`config.mk`:
```
export PLATFORM = sky130hd
export DESIGN_NAME = rx_ring_with_delimited_capture
export DESIGN_NICKNAME = d
export VERILOG_FILES = /design/src/rtl/rxr_pkg.sv /design/src/rtl/rxr_ram.sv /design/src/rtl/rx_ring_with_delimited_capture.sv
export SDC_FILE = /design/constraint.sdc
export NUM_CORES = 2
export LEC_CHECK = 0
export ABC_AREA = 1
export BUFFER_PORTS_ARGS = -buffer_cell sky130_fd_sc_hd__clkbuf_2
export CAP_MARGIN = 20
export CORE_UTILIZATION = 49
export CTS_CLUSTER_SIZE = 28
export DETAILED_ROUTE_END_ITERATION = 8
export PLACE_DENSITY_LB_ADDON = 0.12
export SYNTH_ARGS = -nofsm -noshare
export SYNTH_HDL_FRONTEND = slang
export SYNTH_HIERARCHICAL = 1
export SYNTH_SLANG_ARGS = --single-unit
```
`constraint.sdc`:
```
create_clock -name clk -period 11.48 [get_ports clk]
set_clock_uncertainty 0.2 [all_clocks]
set_input_delay 0.574 -clock clk [delete_from_list [all_inputs] [get_ports clk]]
set_output_delay 0.574 -clock clk [all_outputs]
set_load 0.005 [all_outputs]
```
`src/rtl/rxr_pkg.sv`:
```
// ----------------------------------------------------------------------------
// rxr_pkg
// Shared types and constants of the receive ring with delimited capture:
// item structs for both channels, result kinds, register indexes, states.
// ----------------------------------------------------------------------------
package rxr_pkg;

  // Default sizes handed to the top level
  localparam int RING_DEPTH_DEF = 256;
  localparam int MSG_MAX_DEF    = 64;

  // Fixed field widths
  localparam int DATA_W     = 8;
  localparam int LEVEL_W    = 8;
  localparam int LIMIT_W    = 7;
  localparam int CFG_IDX_W  = 1;
  localparam int CFG_DATA_W = 7;

  // Framing mark and limit bounds
  localparam logic [DATA_W-1:0]  MARK       = 8'h25;
  localparam logic [LIMIT_W-1:0] LIMIT_MIN  = 7'd3;
  localparam logic [LIMIT_W-1:0] LIMIT_RST  = 7'd64;

  // Register indexes
  localparam logic [CFG_IDX_W-1:0] REG_DELIVER = 1'b0;
  localparam logic [CFG_IDX_W-1:0] REG_LIMIT   = 1'b1;

  // Result kinds
  typedef enum logic [1:0] {
    KIND_STATUS = 2'd0,
    KIND_READ   = 2'd1,
    KIND_MSG    = 2'd2
  } kind_t;

  // Input item
  typedef struct packed {
    logic              cmd;
    logic [DATA_W-1:0] rx_byte;
    logic              burst_start;
  } in_item_t;

  // Result item
  typedef struct packed {
    kind_t              kind;
    logic [DATA_W-1:0]  data;
    logic               ok;
    logic               last;
    logic [LEVEL_W-1:0] level;
  } out_item_t;

  // Command codes
  localparam logic CMD_RX   = 1'b0;
  localparam logic CMD_READ = 1'b1;

  // Control states
  typedef enum logic [1:0] {
    ST_IDLE,
    ST_RING_RD,
    ST_MSG_RD,
    ST_MSG_WAIT
  } state_t;

endpackage

```
`src/rtl/rxr_ram.sv`:
```
// ----------------------------------------------------------------------------
// rxr_ram
// Simple dual-port byte memory: one write port, one read port with a
// registered read that holds its data until the next read enable.
// ----------------------------------------------------------------------------
module rxr_ram
  import rxr_pkg::*;
#(
  parameter int DEPTH = RING_DEPTH_DEF
) (
  input  logic                     clk,
  input  logic                     we,
  input  logic [$clog2(DEPTH)-1:0] waddr,
  input  logic [DATA_W-1:0]        wdata,
  input  logic                     re,
  input  logic [$clog2(DEPTH)-1:0] raddr,
  output logic [DATA_W-1:0]        rdata
);

  logic [DATA_W-1:0] mem [DEPTH];
  logic [DATA_W-1:0] rdata_r;

  // Write port
  always_ff @(posedge clk) begin
    if (we) begin
      mem[waddr] <= wdata;
    end
  end

  // Registered read, held between reads
  always_ff @(posedge clk) begin
    if (re) begin
      rdata_r <= mem[raddr];
    end
  end

  assign rdata = rdata_r;

endmodule

```
`src/rtl/rx_ring_with_delimited_capture.sv`:
```
// ----------------------------------------------------------------------------
// rx_ring_with_delimited_capture
// Receive ring that keeps one slot free, with '%'-delimited message capture
// into a second store and byte-wise delivery of closed messages.
// ----------------------------------------------------------------------------
//  channel | dir | handshake          | payload
//  --------+-----+--------------------+--------------------------------------
//  in      | in  | in_valid/in_stall  | in_item  (cmd, rx_byte, burst_start)
//  out     | out | out_valid/out_stall| out_item (kind, data, ok, last, level)
//  cfg     | in  | cfg_we             | cfg_index, cfg_wdata
//
//  A receive's status lands in the output register as the receive is taken.
//  A read with data issues the ring memory read, then loads its result in
//  ST_RING_RD once the output register is free. Each delivered message byte
//  is read from the capture memory in ST_MSG_RD and loaded in ST_MSG_WAIT.
//  Reset is synchronous and clears pointers, counts, framing and registers;
//  both memories need no clearing. An item is taken only in the idle state
//  while the output register is free or being emptied; out_stall holds the
//  pending result and pauses delivery.
// ----------------------------------------------------------------------------
module rx_ring_with_delimited_capture
  import rxr_pkg::*;
#(
  parameter int RING_DEPTH = RING_DEPTH_DEF,
  parameter int MSG_MAX    = MSG_MAX_DEF
) (
  input  logic                  clk,
  input  logic                  rst_n,
  input  logic                  in_valid,
  output logic                  in_stall,
  input  in_item_t              in_item,
  output logic                  out_valid,
  input  logic                  out_stall,
  output out_item_t             out_item,
  input  logic                  cfg_we,
  input  logic [CFG_IDX_W-1:0]  cfg_index,
  input  logic [CFG_DATA_W-1:0] cfg_wdata
);

  localparam int PTR_W  = $clog2(RING_DEPTH);
  localparam int MIDX_W = $clog2(MSG_MAX);

  // Control and ring state
  state_t             state_r, state_nxt;
  logic [PTR_W-1:0]   wr_ptr_r, wr_ptr_nxt;
  logic [PTR_W-1:0]   rd_ptr_r, rd_ptr_nxt;
  logic [PTR_W-1:0]   fill_r, fill_nxt;
  logic               capturing_r, capturing_nxt;
  logic               drop_rest_r, drop_rest_nxt;
  logic [MIDX_W-1:0]  msg_len_r, msg_len_nxt;
  logic [MIDX_W-1:0]  msg_idx_r, msg_idx_nxt;
  logic               deliver_en_r;
  logic [LIMIT_W-1:0] msg_limit_r;
  logic               out_valid_r, out_valid_nxt;
  out_item_t          out_item_r, out_item_nxt;

  // Memory ports
  logic              ring_we, ring_re;
  logic [PTR_W-1:0]  ring_raddr;
  logic [DATA_W-1:0] ring_rdata;
  logic              msg_we, msg_re;
  logic [MIDX_W-1:0] msg_waddr;
  logic [DATA_W-1:0] msg_wdata, msg_rdata;

  // Decode of the current item
  logic               in_acc, out_free, out_load;
  logic               drop_eff, cap_eff, ring_full, rx_store, rx_deliver;
  logic [PTR_W-1:0]   wr_ptr_inc, rd_ptr_inc;
  logic [LIMIT_W-1:0] lim_c;
  logic [MIDX_W-1:0]  lim_m1, lim_m2;
  logic               at_lim, msg_last;

  rxr_ram #(.DEPTH(RING_DEPTH)) u_ring (
    .clk   (clk),
    .we    (ring_we),
    .waddr (wr_ptr_r),
    .wdata (in_item.rx_byte),
    .re    (ring_re),
    .raddr (ring_raddr),
    .rdata (ring_rdata)
  );

  rxr_ram #(.DEPTH(MSG_MAX)) u_msg (
    .clk   (clk),
    .we    (msg_we),
    .waddr (msg_waddr),
    .wdata (msg_wdata),
    .re    (msg_re),
    .raddr (msg_idx_r),
    .rdata (msg_rdata)
  );

  // Handshake
  assign out_free  = !out_valid_r || !out_stall;
  assign in_stall  = (state_r != ST_IDLE) || !out_free;
  assign in_acc    = in_valid && !in_stall;
  assign out_valid = out_valid_r;
  assign out_item  = out_item_r;

  // Pointer wrap, clamped limit and framing decode
  always_comb begin
    wr_ptr_inc = (wr_ptr_r == PTR_W'(RING_DEPTH - 1)) ? '0 : wr_ptr_r + 1'b1;
    rd_ptr_inc = (rd_ptr_r == PTR_W'(RING_DEPTH - 1)) ? '0 : rd_ptr_r + 1'b1;
    if (msg_limit_r < LIMIT_MIN) begin
      lim_c = LIMIT_MIN;
    end else if (msg_limit_r > LIMIT_W'(MSG_MAX)) begin
      lim_c = LIMIT_W'(MSG_MAX);
    end else begin
      lim_c = msg_limit_r;
    end
    lim_m1     = MIDX_W'(lim_c - 7'd1);
    lim_m2     = MIDX_W'(lim_c - 7'd2);
    at_lim     = msg_len_r >= lim_m1;
    drop_eff   = drop_rest_r && !in_item.burst_start;
    cap_eff    = capturing_r && !in_item.burst_start;
    ring_full  = wr_ptr_inc == rd_ptr_r;
    rx_store   = !drop_eff && !ring_full;
    rx_deliver = rx_store && cap_eff && (in_item.rx_byte == MARK) && deliver_en_r;
    msg_last   = msg_idx_r == (msg_len_r - 1'b1);
  end

  // Next state
  always_comb begin
    state_nxt = state_r;
    case (state_r)
      ST_IDLE: begin
        if (in_acc) begin
          if (in_item.cmd == CMD_READ) begin
            if (fill_r != '0) begin
              state_nxt = ST_RING_RD;
            end
          end else if (rx_deliver) begin
            state_nxt = ST_MSG_RD;
          end
        end
      end
      ST_RING_RD: begin
        if (out_free) begin
          state_nxt = ST_IDLE;
        end
      end
      ST_MSG_RD: begin
        state_nxt = ST_MSG_WAIT;
      end
      ST_MSG_WAIT: begin
        if (out_free) begin
          state_nxt = msg_last ? ST_IDLE : ST_MSG_RD;
        end
      end
      default: begin
        state_nxt = ST_IDLE;
      end
    endcase
  end

  // Datapath, memory controls and result loading
  always_comb begin
    wr_ptr_nxt    = wr_ptr_r;
    rd_ptr_nxt    = rd_ptr_r;
    fill_nxt      = fill_r;
    capturing_nxt = capturing_r;
    drop_rest_nxt = drop_rest_r;
    msg_len_nxt   = msg_len_r;
    msg_idx_nxt   = msg_idx_r;
    ring_we       = 1'b0;
    ring_re       = 1'b0;
    ring_raddr    = rd_ptr_r;
    msg_we        = 1'b0;
    msg_re        = 1'b0;
    msg_waddr     = msg_len_r;
    msg_wdata     = in_item.rx_byte;
    out_load      = 1'b0;
    out_item_nxt  = out_item_r;
    case (state_r)
      ST_IDLE: begin
        if (in_acc && (in_item.cmd == CMD_READ)) begin
          if (fill_r != '0) begin
            // Issue the ring read and pop now
            ring_re    = 1'b1;
            rd_ptr_nxt = rd_ptr_inc;
            fill_nxt   = fill_r - 1'b1;
          end else begin
            out_load     = 1'b1;
            out_item_nxt = '{kind: KIND_READ, data: '0, ok: 1'b0, last: 1'b1,
                             level: LEVEL_W'(fill_r)};
          end
        end else if (in_acc) begin
          if (in_item.burst_start) begin
            capturing_nxt = 1'b0;
            drop_rest_nxt = 1'b0;
          end
          out_load = 1'b1;
          if (!rx_store) begin
            // Drop this byte and the rest of its burst
            drop_rest_nxt = 1'b1;
            out_item_nxt  = '{kind: KIND_STATUS, data: '0, ok: 1'b0, last: 1'b1,
                              level: LEVEL_W'(fill_r)};
          end else begin
            ring_we    = 1'b1;
            wr_ptr_nxt = wr_ptr_inc;
            fill_nxt   = fill_r + 1'b1;
            // Framing: open, close or capture
            if (in_item.rx_byte == MARK) begin
              msg_we = 1'b1;
              if (!cap_eff) begin
                capturing_nxt = 1'b1;
                msg_waddr     = '0;
                msg_len_nxt   = MIDX_W'(1);
              end else begin
                capturing_nxt = 1'b0;
                msg_waddr     = at_lim ? lim_m2 : msg_len_r;
                msg_len_nxt   = at_lim ? lim_m1 : msg_len_r + 1'b1;
              end
            end else if (cap_eff && !at_lim) begin
              msg_we      = 1'b1;
              msg_len_nxt = msg_len_r + 1'b1;
            end
            msg_idx_nxt  = '0;
            out_item_nxt = '{kind: KIND_STATUS, data: '0, ok: 1'b1,
                             last: !rx_deliver, level: LEVEL_W'(fill_nxt)};
          end
        end
      end
      ST_RING_RD: begin
        if (out_free) begin
          out_load     = 1'b1;
          out_item_nxt = '{kind: KIND_READ, data: ring_rdata, ok: 1'b1, last: 1'b1,
                           level: LEVEL_W'(fill_r)};
        end
      end
      ST_MSG_RD: begin
        msg_re = 1'b1;
      end
      ST_MSG_WAIT: begin
        if (out_free) begin
          out_load     = 1'b1;
          msg_idx_nxt  = msg_idx_r + 1'b1;
          out_item_nxt = '{kind: KIND_MSG, data: msg_rdata, ok: 1'b0, last: msg_last,
                           level: LEVEL_W'(fill_r)};
        end
      end
      default: begin
        out_load = 1'b0;
      end
    endcase
    out_valid_nxt = out_load ? 1'b1 : (out_valid_r && out_stall);
  end

  // Control registers
  always_ff @(posedge clk) begin
    if (!rst_n) begin
      state_r     <= ST_IDLE;
      wr_ptr_r    <= '0;
      rd_ptr_r    <= '0;
      fill_r      <= '0;
      capturing_r <= 1'b0;
      drop_rest_r <= 1'b0;
      msg_len_r   <= '0;
      msg_idx_r   <= '0;
      out_valid_r <= 1'b0;
    end else begin
      state_r     <= state_nxt;
      wr_ptr_r    <= wr_ptr_nxt;
      rd_ptr_r    <= rd_ptr_nxt;
      fill_r      <= fill_nxt;
      capturing_r <= capturing_nxt;
      drop_rest_r <= drop_rest_nxt;
      msg_len_r   <= msg_len_nxt;
      msg_idx_r   <= msg_idx_nxt;
      out_valid_r <= out_valid_nxt;
    end
  end

  // Result payload
  always_ff @(posedge clk) begin
    out_item_r <= out_item_nxt;
  end

  // Configuration registers
  always_ff @(posedge clk) begin
    if (!rst_n) begin
      deliver_en_r <= 1'b0;
      msg_limit_r  <= LIMIT_RST;
    end else if (cfg_we) begin
      case (cfg_index)
        REG_DELIVER: deliver_en_r <= cfg_wdata[0];
        REG_LIMIT:   msg_limit_r  <= cfg_wdata;
        default:     deliver_en_r <= deliver_en_r;
      endcase
    end
  end

`ifndef SYNTHESIS
  // Fill count agrees with the pointer distance
  a_fill_matches_ptrs: assert property (@(posedge clk) disable iff (!rst_n)
    (wr_ptr_r >= rd_ptr_r) ? (int'(fill_r) == int'(wr_ptr_r) - int'(rd_ptr_r))
                           : (int'(fill_r) == int'(wr_ptr_r) + RING_DEPTH - int'(rd_ptr_r)))
    else $error("ring fill count out of step with pointers");

  // A stored byte raises the level by one
  a_store_counts: assert property (@(posedge clk) disable iff (!rst_n)
    (in_acc && (in_item.cmd == CMD_RX) && rx_store) |=> (fill_r == $past(fill_r) + 1'b1))
    else $error("stored byte did not raise the fill count");

  // Never take an item over a held result
  a_no_overrun: assert property (@(posedge clk) disable iff (!rst_n)
    in_acc |-> !(out_valid_r && out_stall))
    else $error("item taken while a result is held");

  // The final message byte returns the block to idle
  a_msg_end: assert property (@(posedge clk) disable iff (!rst_n)
    (state_r == ST_MSG_WAIT && out_load && msg_last) |=> (state_r == ST_IDLE))
    else $error("delivery did not end on the last message byte");
`endif

endmodule

```
# [Yosys cells after proc, flatten, opt, wreduce, memory -nomap -nowiden]
# Memories as Yosys holds them, arrays and structs flattened. A register that Yosys moved wholly into a read port is not among the register bits.
# Index checks and enable logic that the tools add are counted.
[classes] n_mux=69 reduce_logical=41 n_addsub=9 n_eq_ne=19 n_bitwise=2 magnitude_cmp=3
[op_table] cell="$mux 6" n=17
[op_table] cell="$mux 20" n=5
[op_table] cell="$pmux 20 s3" n=1
[op_table] cell="$mux 8" n=6
[op_table] cell="$mux 1" n=29
[op_table] cell="$add 8x1->8 const B" n=3
[op_table] cell="$reduce_and 5->1" n=4
[op_table] cell="$eq 8x8->1 const B" n=2
[op_table] cell="$mux 2" n=7
[op_table] cell="$ne 2x2->1 const B" n=7
[op_table] cell="$add 6x1->6 const B" n=2
[op_table] cell="$ne 3x3->1 const B" n=4
[op_table] cell="$pmux 6 s2" n=1
[op_table] cell="$reduce_and 4->1" n=3
[op_table] cell="$sub 6x1->6 const B" n=2
[op_table] cell="$logic_and 1x1->1" n=10
[op_table] cell="$mux 10" n=1
[op_table] cell="$reduce_bool 2->1" n=5
[op_table] cell="$logic_not 1->1" n=9
[op_table] cell="$eq 8x6->1 const B" n=1
[op_table] cell="$eq 8x8->1" n=1
[op_table] cell="$pmux 2 s4" n=1
[op_table] cell="$reduce_bool 8->1" n=1
[op_table] cell="$sub 8x1->8 const B" n=1
[op_table] cell="15 further kinds" n=20
[word_totals] memories=2 regBits=69 input_bits=23 ramBits=2560 out_inout_bits=22 word_cells=161
[memory_table] memory="u_ring.mem" words=256 width=8 rd=1 rd_ports_with_merged_regs=1 wr=1 line="rxr_ram.sv:20" source="logic [DATA_W-1:0] mem [DEPTH];"
[memory_table] memory="u_msg.mem" words=64 width=8 rd=1 rd_ports_with_merged_regs=1 wr=1 line="rxr_ram.sv:20"

# [Depth between registers and ports, before layout]
[depth] ltp_word=15 mapped_depth=25 ltp_nobuf=25

# [Modules after synthesis]
# The synthesis kept the hierarchy.
[by_module_without_submodules] module="rxr_ram at u_ring" area_each_um2=83476.3 instances=1 seq_area_each_um2=61739.2 cells_each=7003
[by_module_without_submodules] module="rxr_ram at u_msg" area_each_um2=21384.3 instances=1 seq_area_each_um2=15615.0 cells_each=1819
[by_module_without_submodules] module="rx_ring_with_delimited_capture" area_each_um2=4396.7 instances=1 seq_area_each_um2=1581.5 cells_each=616

# [Worst setup path after synthesis]
# OpenSTA, ideal clock, no wires.
[synth_timing] kind="register -> register" from="register msg_limit_r[3]" to="memory u_msg.mem[55][0] (enable)" stages_incl_launch_ff=24 required_ns=10.897 path_slack_ns=7.162 t_arrival_ns=3.735 path_buffers=0 setup_time_ns=0.383 period_less_slack_ns=4.318 path_cell_list="dfxtp_1 nor2_1 nand2_1 inv_1 o21ai_0 ha_1 nand2_1 xor2_1 ha_1 nand2_1 nor2_1 a211oi_1 nand3_1 nor2_1 inv_1 nor2_1 inv_1 nand2_1 nand2_1 o21ai_0 inv_1 nor3_1 inv_1 nor3_1"
[synth_between] elab_cells_between_ends=24 cone_classes="add/sub: 2; order compare: 3; mux: 17; reduce/logical: 2"
[synth_lines] element="start: declaration" line="rx_ring_with_delimited_capture.sv:53" source="logic [LIMIT_W-1:0] msg_limit_r;"
[synth_lines] element="start signal: assignment" line="rx_ring_with_delimited_capture.sv:287" source="REG_LIMIT: msg_limit_r <= cfg_wdata;"
[synth_lines] element="$gt 7x7->1" line="rx_ring_with_delimited_capture.sv:106" source="end else if (msg_limit_r > LIMIT_W'(MSG_MAX)) begin"
[synth_lines] element="$mux 6" line="rx_ring_with_delimited_capture.sv:106"
[synth_lines] element="$mux 6 (*)" line="rx_ring_with_delimited_capture.sv:104" source="if (msg_limit_r < LIMIT_MIN) begin"
[synth_lines] element="$sub 6x1->6" line="rx_ring_with_delimited_capture.sv:111" source="lim_m1 = MIDX_W'(lim_c - 7'd1);"
[synth_lines] element="$ge 6x6->1" line="rx_ring_with_delimited_capture.sv:113" source="at_lim = msg_len_r >= lim_m1;"
[synth_lines] element="$mux 6 (*)" line="rx_ring_with_delimited_capture.sv:211" source="msg_waddr = at_lim ? lim_m2 : msg_len_r;"
[synth_lines] element="$mux 6 (*)" line="rx_ring_with_delimited_capture.sv:205" source="if (!cap_eff) begin"
[synth_lines] element="$mux 6 (*)" line="rx_ring_with_delimited_capture.sv:203" source="if (in_item.rx_byte == MARK) begin"
[synth_lines] element="$mux 6 (*)" line="rx_ring_with_delimited_capture.sv:193" source="if (!rx_store) begin"
[synth_lines] element="$mux 6 (*)" line="rx_ring_with_delimited_capture.sv:187" source="end else if (in_acc) begin"
[synth_lines] element="$mux 6 (*)" line="rx_ring_with_delimited_capture.sv:176" source="if (in_acc && (in_item.cmd == CMD_READ)) begin"
[synth_lines] element="$mux 6 (*)" line="rx_ring_with_delimited_capture.sv:174" source="case (state_r)"
[synth_lines] element="named net msg_waddr[1]" line="rx_ring_with_delimited_capture.sv:62" source="logic [MIDX_W-1:0] msg_waddr;"
[synth_lines] element="end: declaration" line="rxr_ram.sv:20"
# The timed path passes the listed nets; every way through them passes the cells marked *.

# [Worst setup path after layout]
[layout_timing] from="register rd_ptr_r[0]" to="memory u_msg.mem[3][3] (enable)"
[layout_between] elab_cells_between_ends=13 cone_classes="eq/ne: 1; mux: 10; reduce/logical: 2"
[layout_lines] element="start: declaration" line="rx_ring_with_delimited_capture.sv:46" source="logic [PTR_W-1:0] rd_ptr_r, rd_ptr_nxt;"
[layout_lines] element="start signal: assignment" line="rx_ring_with_delimited_capture.sv:264" source="rd_ptr_r <= rd_ptr_nxt;"
[layout_lines] element="$eq 8x8->1" line="rx_ring_with_delimited_capture.sv:116" source="ring_full = wr_ptr_inc == rd_ptr_r;"
[layout_lines] element="$logic_not 1->1" line="rx_ring_with_delimited_capture.sv:117" source="rx_store = !drop_eff && !ring_full;"
[layout_lines] element="$logic_and 1x1->1" line="rx_ring_with_delimited_capture.sv:117"
[layout_lines] element="$mux 6" line="rx_ring_with_delimited_capture.sv:193"
[layout_lines] element="$mux 6" line="rx_ring_with_delimited_capture.sv:187"
[layout_lines] element="$mux 6" line="rx_ring_with_delimited_capture.sv:176"
[layout_lines] element="$mux 6" line="rx_ring_with_delimited_capture.sv:174"
[layout_lines] element="named net msg_waddr[1]" line="rx_ring_with_delimited_capture.sv:62"
# The timed path passes the listed nets, and every way through them passes these cells.

==> results by group <==
STA
  • Worst slew pin tran: 1.16 ns
  • RSZ-0062 raised after global routing: false
  • Clock period minus worst slack: 6.25 ns
  • # setup viols final: 0
  • Hold Vio Cnt, Final: 0
  • Slew margin rel.: 22.9%
  • Tcrit/Tclk final: 54.5%
  • PnR worst setup slack: 5.23 ns
  • Max Clk Rate: 0.160 GHz
  • Final setup TNS: 0 ns
  • Final Max Slew Viols: 0

Global route
  • Gr usage total: 26.3%
  • Busiest grt layer: met2
  • First-pass GRT wire length: 441000 µm
  • GRT Residual Overflow: 0
  • Met3 Resource Use GR: 4.55%
  • Largest net degree at the start of global routing: 217
  • Initial antenna violation count: 7
  • Met2 Usage GRT: 41.5%
  • Met1 GRT Util: 37.4%
  • Vias in the first global route: 67900

Synthesis
  • Yosys reg bits: 2645
  • Mean area per synthesized cell: 11.6 µm²
  • YS warnings: 6
  • Cell count after synthesis: 9438
  • Most area-consuming cells after synthesis: edfxtp_1 71%, nand3_1 11%, nand2_1 10%
  • Prevailing post-synth register cell: edfxtp_1
  • Mapped Area: 109000 µm²
  • Number of flops mapped to enable cells by yosys: 2596
  • Top cell type's share of synthesized area: 71.3%
  • Register area share after synthesis: 72.2%
  • Cell variety after synth: 47
  • Post-synth ARST share: 0%
  • Synthesized net count: 9477
  • Synth area leader: edfxtp_1

Route
  • Final WL: 299000 µm
  • Post-route DRC: 0
  • Via count: 71800
  • ANT nets after route: 0
  • Drt first pass iters: 8
  • Iteration-0 DRC Markers: 8088
  • Detailed-route wire length per cell: 24.0 µm
  • Mean number of vias per cell: 5.76

Critical path
  • R2R Path End: u_msg/mem[3][3]
  • Crit path DAT: 6.59 ns
  • R2r setup slk: 5.23 ns
  • Crit path launch: rd_ptr_r[0]
  • CP endpoint kind: flip-flop
  • CP Capture Point: u_msg/mem[3][3]
  • Crit Path Class: flip-flop to flip-flop
  • Worst reg2reg path depth: 15
  • Worst setup SP type: flip-flop
  • Worst-path fanout max: 82
  • Worst reg2reg startpoint: rd_ptr_r[0]
  • Required @ worst endpoint: 11.82 ns

Floorplan
  • Die Width: 474 µm
  • I/O pins: 45
  • Starting Density: 49.5%
  • Row Count: 172
  • Die area: 225000 µm²
  • Core Footprint: 221000 µm²
  • Chip height: 474 µm

Placed design
  • RD Place Congestion: 0.872
  • Post-detail-place hpwl: 166000 µm
  • # port buffers: 44
  • Post-place setup slack: 5.10 ns

Pwr
  • Part of the power in registers: 47.6%
  • Sw Share: 26.8%
  • Pint: 16600 µW
  • NetSw: 6060 µW
  • Clock power frac: 38.4%
  • Max VDD drop: 131 µV
  • Static Leak: 0.0415 µW
  • Pwr Density: 189 nW/µm²
  • Comb pwr share: 14.0%

Clock network
  • Total CTS buffers: 294
  • Root Buffer: clkbuf_16
  • CTS tree: yes
  • Worst skew pair latency: 0.93 ns
  • Reg clk slew, reported paths: 0.06 ns
  • Clock buffer depth: 4
  • Post-CTS setup buffers: 0
  • H-tree depth: 5
  • CTS Sinks: 2645

Layout
  • Fillcell total: 18600
  • Layout cells sized above 1: 5.96%
  • Synth-to-Final Area Change: 9.81%
  • Commonest non-fill, non-tap cell in the layout: nand2_1
  • Layout Nets: 9342
  • Most frequent cells in the layout: 2920 x nand2_1, 2596 x edfxtp_1, 2497 x nand3_1

Status
  • Status: finished, final reports clean

Run
  • Max-Cap Viols: 0

Worst hold path
  • Hold Path Class: input pin to flip-flop
-- power groups by stage --
stage	Clock, µW	Combinational, µW	Sequential [µW]
floorplan	0	2210	10900
CTS	8850	3160	10800
finish	8690	3170	10800
detailed placement	0	3140	11000
global placement	0	3120	11000
global route	9220	3480	10800
-- sequential cells by signal (all words and copies together), names as in the netlist --
name,cells
state_r,2
u_ring/mem,2048
fill_r,8
u_ring/rdata,8
u_msg/rdata,8
wr_ptr_r,8
capturing_r,1
out_valid,1
deliver_en_r,1
drop_rest_r,1
msg_len_r,6
u_msg/mem,512
msg_idx_r,6
rd_ptr_r,8
msg_limit_r,7
out_item,20
-- metrics by stage --
| step | utilization (%) | power (µW) | instances | hold WS, ns | instance area, µm² |
|---|---|---|---|---|---|
| 2_1_floorplan | - | 13100 | 9438 | 0.230 | 109000 |
| 3_3_place_gp | 50.3 | 14100 | 11900 | 0.260 | 111000 |
| 3_5_place_dp | 50.3 | 14100 | 11900 | 0.261 | 111000 |
| 4_1_cts | 54.4 | 22800 | 12500 | 0.0108 | 120000 |
| 5_1_grt | 54.4 | 23500 | 12500 | 0.107 | 120000 |
| 6_report | 54.4 | 22600 | 12500 | 0.0798 | 120000 |
-- Yosys cell counts (4+ instances only) --
cell type	instances
clkbuf_1	127
o21ai_0	39
dfxtp_1	49
edfxtp_1	2596
xnor2_1	11
inv_1	128
buf_4	64
buf_2	322
xor2_1	27
buf_1	50
nand2_1	2923
o21ai_1	13
nand3_1	2497
nor3_1	18
nand2_2	5
nor2_2	4
a21oi_1	35
o211ai_1	5
buf_6	40
inv_2	7
nand4_1	11
nor2_1	412
ha_1	16
-- worst max-delay path: stages, from the launching register on --
cell and delay (ns):
dfxtp_4 0.96, buf_4 0.81, inv_1 0.18, nand2_1 0.12, nand2_1 0.05, nand2_1 0.07
nor2_2 0.05, nand3_4 0.12, nand3_4 0.14, inv_2 0.58, nand3_1 0.18, o21ai_0 0.71
inv_1 0.20, nor3_1 0.33, nand2_1 0.46, nor2_1 0.69
-- routing by layer --
metal | part of all wire, % | vias to the layer above
met5 | 0.0033 | -
li1 | - | 33000
met1 | 43 | 35600
met2 | 47 | 2746
met3 | 7.5 | 484
met4 | 2.7 | 2
-- cells by family after synthesis --
logic type,count (synthesis),share of synthesized area (%)
AO/OA/AOI/OAI,106,0.538
XOR/XNOR,38,0.305
adder cells (fa/ha/maj),16,0.183
buffers and inverters,745,3.47
flip-flops,2645,72.2
AND/OR/NAND/NOR,5888,23.3
-- worst min path at each step --
stage	endpoint	start	cells past startpoint	slack [ns]
floorplan	msg_limit_r[1]	msg_limit_r[1]	2	0.23
global placement	msg_limit_r[1]	msg_limit_r[1]	2	0.26
detailed placement	msg_limit_r[1]	msg_limit_r[1]	2	0.26
CTS	msg_limit_r[4]	cfg_index	4	0.01
global route	msg_limit_r[4]	cfg_index	4	0.11
finish	msg_limit_r[4]	cfg_index	4	0.08
-- layout make-up --
cell class	instances	area (µm²)	area share, %
Multi-Input combinational cell	6048	26500	22.1
Antenna cell	5	12.5	0.0104
Tap cell	2958	3700	3.08
Clock inverter	129	936	0.780
Timing Repair Buffer	175	1470	1.22
Clock buffer	364	7790	6.49
Sequential cell	2645	79000	65.8
Inverter	139	563	0.469
-- what timing repair did --
item | CTS | global route
endpoints found under the hold margin | 378 | 0
hold buffers | 26 | 0
resized for setup | 0 | 0
Power figures use the tool's default switching activity.
